===== src/hdl/lpht_pkg.sv =====
`timescale 1ns / 1ps
`default_nettype none
// ---------------------------------------------------------------------------
// lpht_pkg
// shared types and constants for the linear probing hash table
// ---------------------------------------------------------------------------
package lpht_pkg;

  localparam int MaxSlots  = 1024;
  localparam int SlotAw    = $clog2(MaxSlots);
  localparam int CntW      = SlotAw + 1;
  localparam int KeyW      = 31;
  localparam int HandleW   = 16;
  localparam int FuncW     = 2;
  localparam int CfgW      = 11;
  localparam int EpochW    = 8;
  // entry word: epoch, key, handle
  localparam int EntryW    = EpochW + KeyW + HandleW;
  localparam int QDepth    = 2;

  localparam logic [FuncW-1:0] FUNC_FIND   = 2'd0;
  localparam logic [FuncW-1:0] FUNC_INSERT = 2'd1;
  localparam logic [FuncW-1:0] FUNC_CLEAR  = 2'd2;

  typedef struct packed {
    logic [FuncW-1:0]   func;
    logic [KeyW-1:0]    key;
    logic [HandleW-1:0] row_handle;
    logic               overwrite;
  } lpht_req_t;

  typedef struct packed {
    logic               found;
    logic [HandleW-1:0] found_handle;
    logic               table_full;
  } lpht_rsp_t;

endpackage : lpht_pkg
`default_nettype wire


===== src/hdl/lpht_front.sv =====
`timescale 1ns / 1ps
`default_nettype none
// ---------------------------------------------------------------------------
// lpht_front
// accepts transactions into a short queue for the probe engine
// ---------------------------------------------------------------------------
module lpht_front (
  input  wire logic                            clk,
  input  wire logic                            rst_n,
  input  wire logic                            in_valid,
  output logic                                 in_stall,
  input  wire lpht_pkg::lpht_req_t             in_req,
  output logic                                 q_valid,
  input  wire logic                            q_pop,
  output lpht_pkg::lpht_req_t                  q_req
);
  import lpht_pkg::*;

  localparam int PtrW = $clog2(QDepth);

  lpht_req_t        buf_r [QDepth];
  logic [PtrW-1:0]  wp_r, rp_r;
  logic [PtrW:0]    cnt_r;
  logic             push;

  assign in_stall = (cnt_r == (PtrW+1)'(QDepth));
  assign push     = in_valid && !in_stall;
  assign q_valid  = (cnt_r != '0);
  assign q_req    = buf_r[rp_r];

  always_ff @(posedge clk) begin
    if (push) begin
      buf_r[wp_r] <= in_req;
    end
    if (!rst_n) begin
      wp_r  <= '0;
      rp_r  <= '0;
      cnt_r <= '0;
    end else begin
      if (push) begin
        wp_r <= wp_r + 1'b1;
      end
      if (q_pop) begin
        rp_r <= rp_r + 1'b1;
      end
      cnt_r <= cnt_r + (PtrW+1)'(push) - (PtrW+1)'(q_pop);
    end
  end

  a_pop_nonempty: assert property (@(posedge clk) disable iff (!rst_n)
    q_pop |-> q_valid) else $error("pop from empty queue");
  a_cnt_bound: assert property (@(posedge clk) disable iff (!rst_n)
    cnt_r <= (PtrW+1)'(QDepth)) else $error("queue overflow");
  a_full_stall: assert property (@(posedge clk) disable iff (!rst_n)
    (cnt_r == (PtrW+1)'(QDepth)) |-> in_stall) else $error("full queue not stalling");

endmodule : lpht_front
`default_nettype wire


===== config.mk =====
export PLATFORM = sky130hd
export DESIGN_NAME = lpht_front
export DESIGN_NICKNAME = d
export VERILOG_FILES = /design/src/hdl/lpht_pkg.sv /design/src/hdl/lpht_front.sv
export SDC_FILE = /design/constraint.sdc
export NUM_CORES = 1
export LEC_CHECK = 0
export ABC_CLOCK_PERIOD_IN_PS = 3700
export BUFFER_PORTS_ARGS = -buffer_cell sky130_fd_sc_hd__buf_2
export CORE_ASPECT_RATIO = 0.9
export CORE_UTILIZATION = 52
export DETAILED_ROUTE_END_ITERATION = 10
export GPL_TIMING_DRIVEN = 0
export PLACE_DENSITY_LB_ADDON = 0.05
export SYNTH_ARGS = -nofsm -noshare
export SYNTH_HDL_FRONTEND = slang
export SYNTH_SLANG_ARGS = --single-unit

===== constraint.sdc =====
create_clock -name clk -period 3.7 [get_ports clk]
set_clock_uncertainty 0.2 [all_clocks]
set_input_delay 0.185 -clock clk [delete_from_list [all_inputs] [get_ports clk]]
set_output_delay 0.185 -clock clk [all_outputs]
set_load 0.02 [all_outputs]

* Word-level counts from Yosys, hierarchy flattened
Memory sizes are Yosys's and may differ from the RTL's. A register that Yosys moved wholly into a read port is not among the register bits.
Index checks and enable logic that the tools add are counted.
** Word-level totals
- RAM bits :: 100
- Input bits :: 54
- Bits in latches :: 0
- Register bits after elaboration :: 4
- Memories :: 1
- Word-level logic and storage cells :: 16
- Memory bits (read-only) :: 0
- Output and inout bits :: 52
** Memories
- buf_r :: depth 2, width 50, rd ports 1, clocked after memory_dff 1, wr ports 1, RTL line lpht_front.sv:21 : lpht_req_t buf_r [QDepth];
** Cells by class
- Reduce and logical (&&, ||, !) cells :: 3
- Add/subtract/negate cells :: 4
- $mul :: 0
- Multiplexer cells :: 4
- Equality and inequality tests :: 1
- Bitwise logic cells :: 0
- Magnitude comparators :: 0
- Divide/modulo/power cells :: 0
- Shift-type cells :: 0
** Operators by type and width (number)
- $mux 1 :: 4
- $add 1x1->1 const B :: 2
- $add 2x1->2 :: 1
- $eq 2x2->1 const B :: 1
- $reduce_bool 2->1 :: 1
- $sub 2x1->2 :: 1
- $logic_and 1x1->1 :: 1
- $logic_not 1->1 :: 1

* Depth between registers and ports, before layout
- Depth after elaboration :: 5
- Gate-level depth with buffers :: 8
- Depth with buffers taken out :: 8

* Least setup slack after synthesis
No wires, ideal clock.
- Path type :: register to register
- Start point :: reg cnt_r[0]
- End point :: mem buf_r[0][0] (netlist bit), enable pin
- Setup time :: 0.458 ns
- Period minus slack after synthesis :: 3.311 ns
- Buffers on the path :: 0
- Stages on the path, launching flop included :: 4
- Required time :: 3.042 ns
- Arrival :: 2.654 ns
- Path slack :: 0.389 ns
- Path through :: dfxtp_1 > nand2b_1 > nand2_1 > nor2_1
** Between the ends
- Word-level cells in the longest chain between the ends :: 5
** RTL lines
- from (decl) :: RTL line lpht_front.sv:23 : logic [PtrW:0] cnt_r;
- from (signal assigned) :: RTL line lpht_front.sv:46 : cnt_r <= cnt_r + (PtrW+1)'(push) - (PtrW+1)'(q_pop);
- $eq 2x2->1 :: RTL line lpht_front.sv:26 : assign in_stall = (cnt_r == (PtrW+1)'(QDepth));
- $logic_not 1->1 :: RTL line lpht_front.sv:27 : assign push = in_valid && !in_stall;
- $logic_and 1x1->1 :: RTL line lpht_front.sv:27
- $mux 1 :: RTL line lpht_front.sv:32 : if (push) begin
- $mux 1 (implied by the code) :: RTL line lpht_front.sv:33 : buf_r[wp_r] <= in_req;
- to (decl) :: RTL line lpht_front.sv:21
Every way passes these cells.

* Final worst setup path
- Start point :: reg cnt_r[0]
- End point :: mem buf_r[0][17] (netlist bit), enable pin
Same word-level chain as after synthesis.

==> results.md <==
* Placed insts at 385
* Crit-path cells: nand2b_1 -> nand2_1 -> nor2_4 -> buf_12
* Routed wire length at approximately 6600 microns
* Clk slew on worst S/H paths at about 0.09 ns
* CP Max Fanout at 29
* Place WS at 1.70 ns
* Period utilization at 0.529
* Register-to-Register Path Depth at 4
* Hold Path Depth at 3
* DP Wirelength at around 4100 microns
* Synth Cell Area at between 0.004 and 0.005 sq mm
* Max clock buf depth at 2
* Yosys warnings at 0
* WS Path Type: reg2reg
* Worst slew pin tran at roughly 0.67 ns
* Max-slew violation count at 0
* Post-route ant nets at 0
* CTS Buf Count at 9
* Die X-Extent at 95.5 microns
* Switching portion of total power at 0.249
* Number of diodes at 0
* Max_slew headroom at 0.553
* Root buffer cell: clkbuf_8
* Nets at 408
* Die ar. at 0.00823 sq mm
* Syn nets at 238
* Post_cts resized at 0
* Post-synth EDFFs at 100
* # DRC at 0
* Main flop type after synthesis: edfxtp_1
* Clock Power Share at 0.264
* Core footprint at ~0.0076 sq mm
* Placed cell areas at 0.00479 sq mm
* Tot Pwr at 2.82 mW
* Row count at 30
* Gr usage total at 0.171
* Startpoint types: flip-flop
* Slowest stage delay, CP at around 0.54 ns
* Fin. Hold Viols at 0
* Area Overhead vs Synth at 34.8%
* Synthesized flop and latch total at 105
* First-pass GRT wire length at 10100 microns
* Worst reg2reg setup slack at 1.74 ns
* Largest net degree at the start of global routing at 31
* CTS tree: done
* Buffers on Ports at roughly 110
* P_int at 2.12 mW
* Design Area, Final at 0.00552 sq mm
* Vias in the first global route at ~2200
* H-tree depth at 3
* Initial drt markers at 66
* WL per Instance at between 10 and 15 microns
* Post-route insts no fill at 453
* RSZ-0062 raised after global routing: no
* CP endpoint kind: flip-flop
* Initial antenna violation count at 0
* Vias at 2141
* Worst skew pair latency at 0.35 ns
* Post-Synthesis Cells at 182
* Leakage at around 2.2 nW
* Final TNS setup at 0 ns
* Status: completed
* Unique masters post-synth at 17
* Setup crit start: cnt_r[0]
* WP data arrival at 1.81 ns
* Sequential share of the synthesized area at 0.758
* Req. time, crit path at 3.55 ns
* Reg-to-Reg Start: cnt_r[0]
* Worst Hold Class: in2reg
* FMAX at 511 MHz
* Max Cap Viol at 0
* Power Density at 511 mW/mm^2
* Sw power at 703 uW
* DR pass1 iterations at 4
* Vias/cell at 4.73
* Syn_area_per_cell at 22.5 sq um
* R2R Path End: buf_r[0][17]
* Share of power burned in registers at 0.525
* Period minus WS final at 1.96 ns
* Grt ovf at 0
* Critical Path Slowest Stage Cell: nor2_4
* Endpoints failing setup at 0
* Fillers at 504
* Initial Util at 0.540
* Hold path startpoint: in_valid
* CTS Sinks at around 110
* WHS Endpoint: wp_r
* Combinational power share at 0.211
* Die Ht at 86.2 microns
* Peak VDD IR at 0.000373 V
* Commonest non-fill, non-tap cell in the layout: buf_2
* Final Worst Setup Slack at 1.74 ns
* I/O Pins at 106
* Post-synth ARST share at 0
* Layout cells sized above 1 at 0.504
* Commonest cells after routing, fill and taps aside: buf_2 (105), edfxtp_1 (100), dlygate4sd3_1 (52), mux2_4 (50), clkbuf_8 (9)
* GP Congestion at 0.694
[worst max path at each step]
stage | to | slack (ns) | depth (start not counted)
after floorplan | buf_r[0][0] | 0.39 | 3
after CTS | buf_r[0][18] | 1.69 | 4
final | buf_r[0][17] | 1.74 | 4
after detailed placement | buf_r[0][13] | 1.70 | 4
after global placement | buf_r[0][14] | -0.85 | 3
after global routing | buf_r[0][41] | 1.61 | 4
[power by group through the flow]
stage	Combinational [mW]	Sequential (mW)	Clock [mW]
after global routing	0.641	1.49	0.800
after CTS	0.603	1.48	0.756
final	0.595	1.48	0.745
after floorplan	0.388	1.50	0
after detailed placement	0.558	1.51	0
after global placement	0.537	1.51	0
[cell type report]
cell class	instances	area, sq um	share of cell area
buffer	6	111	0.0202
clock buffer	11	131	0.0238
clock inverter	5	80.1	0.0145
inverter	3	11.3	0.00204
multi-input combinational	68	877	0.159
sequential	105	3100	0.562
tap	96	120	0.0218
timing repair buffer	159	1090	0.197
[what timing repair did]
item | 4_1_cts | 5_1_grt
hold buffers | 52 | 0
hold endpoints to repair | 105 | 0
setup buffers | 0 | 0
[kinds of logic (layout without fill, tap and decap cells)]
kind of cell               Yosys count  after routing  synth area share
xor gates and xnor gates             2              2           0.00428
adders and majority gates            2              2           0.00611
buffers and inverters                9            184            0.0300
DFF                                105            105             0.758
muxes                               51             51             0.186
and+or+nand+nor                     13             13            0.0159
[synthesized netlist by cell type (2+ instances only)]
master / n / area (sq um)
edfxtp_1: 100 / 3000
mux2_4: 50 / 751
buf_12: 5 / 100
dfxtp_1: 5 / 100
nor2_1: 4 / 15.0
inv_1: 3 / 11.3
and2_1: 2 / 12.5
ha_1: 2 / 25.0
nand2_1: 2 / 7.51
nand2b_1: 2 / 12.5
[layer usage]
layer | vias up | share of wire | track usage
li1 | 1043 | - | -
met1 | 1023 | 0.43 | 0.203
met2 | 66 | 0.51 | 0.296
met3 | 9 | 0.048 | 0.0377
met4 | 0 | 0.016 | 0.0773
met5 | - | 0 | 0
[sequential cells by signal, indices dropped and copies added (netlist names), named ones only]
signal	flops
cnt_r	2
rp_r	1
wp_r	1
buf_r	100
[per-stage QoR]
| step | hold WS (ns) | utilization |
|---|---|---|
| after detailed placement | 0.176 | 0.632 |
| after CTS | 0.00176 | 0.728 |
| after floorplan | 0.0839 | - |
| after global placement | 0.172 | 0.625 |
| final | 0.0231 | 0.728 |
| after global routing | 0.0198 | 0.728 |
[worst max-delay path, delay by kind of cell, from the launching register on]
| kind | cells | cell delay, ns |
|---|---|---|
| buffers and inverters | 1 | 0.28 |
| DFF | 1 | 0.35 |
| and+or+nand+nor | 3 | 0.82 |
Power figures use the tool's default switching activity.
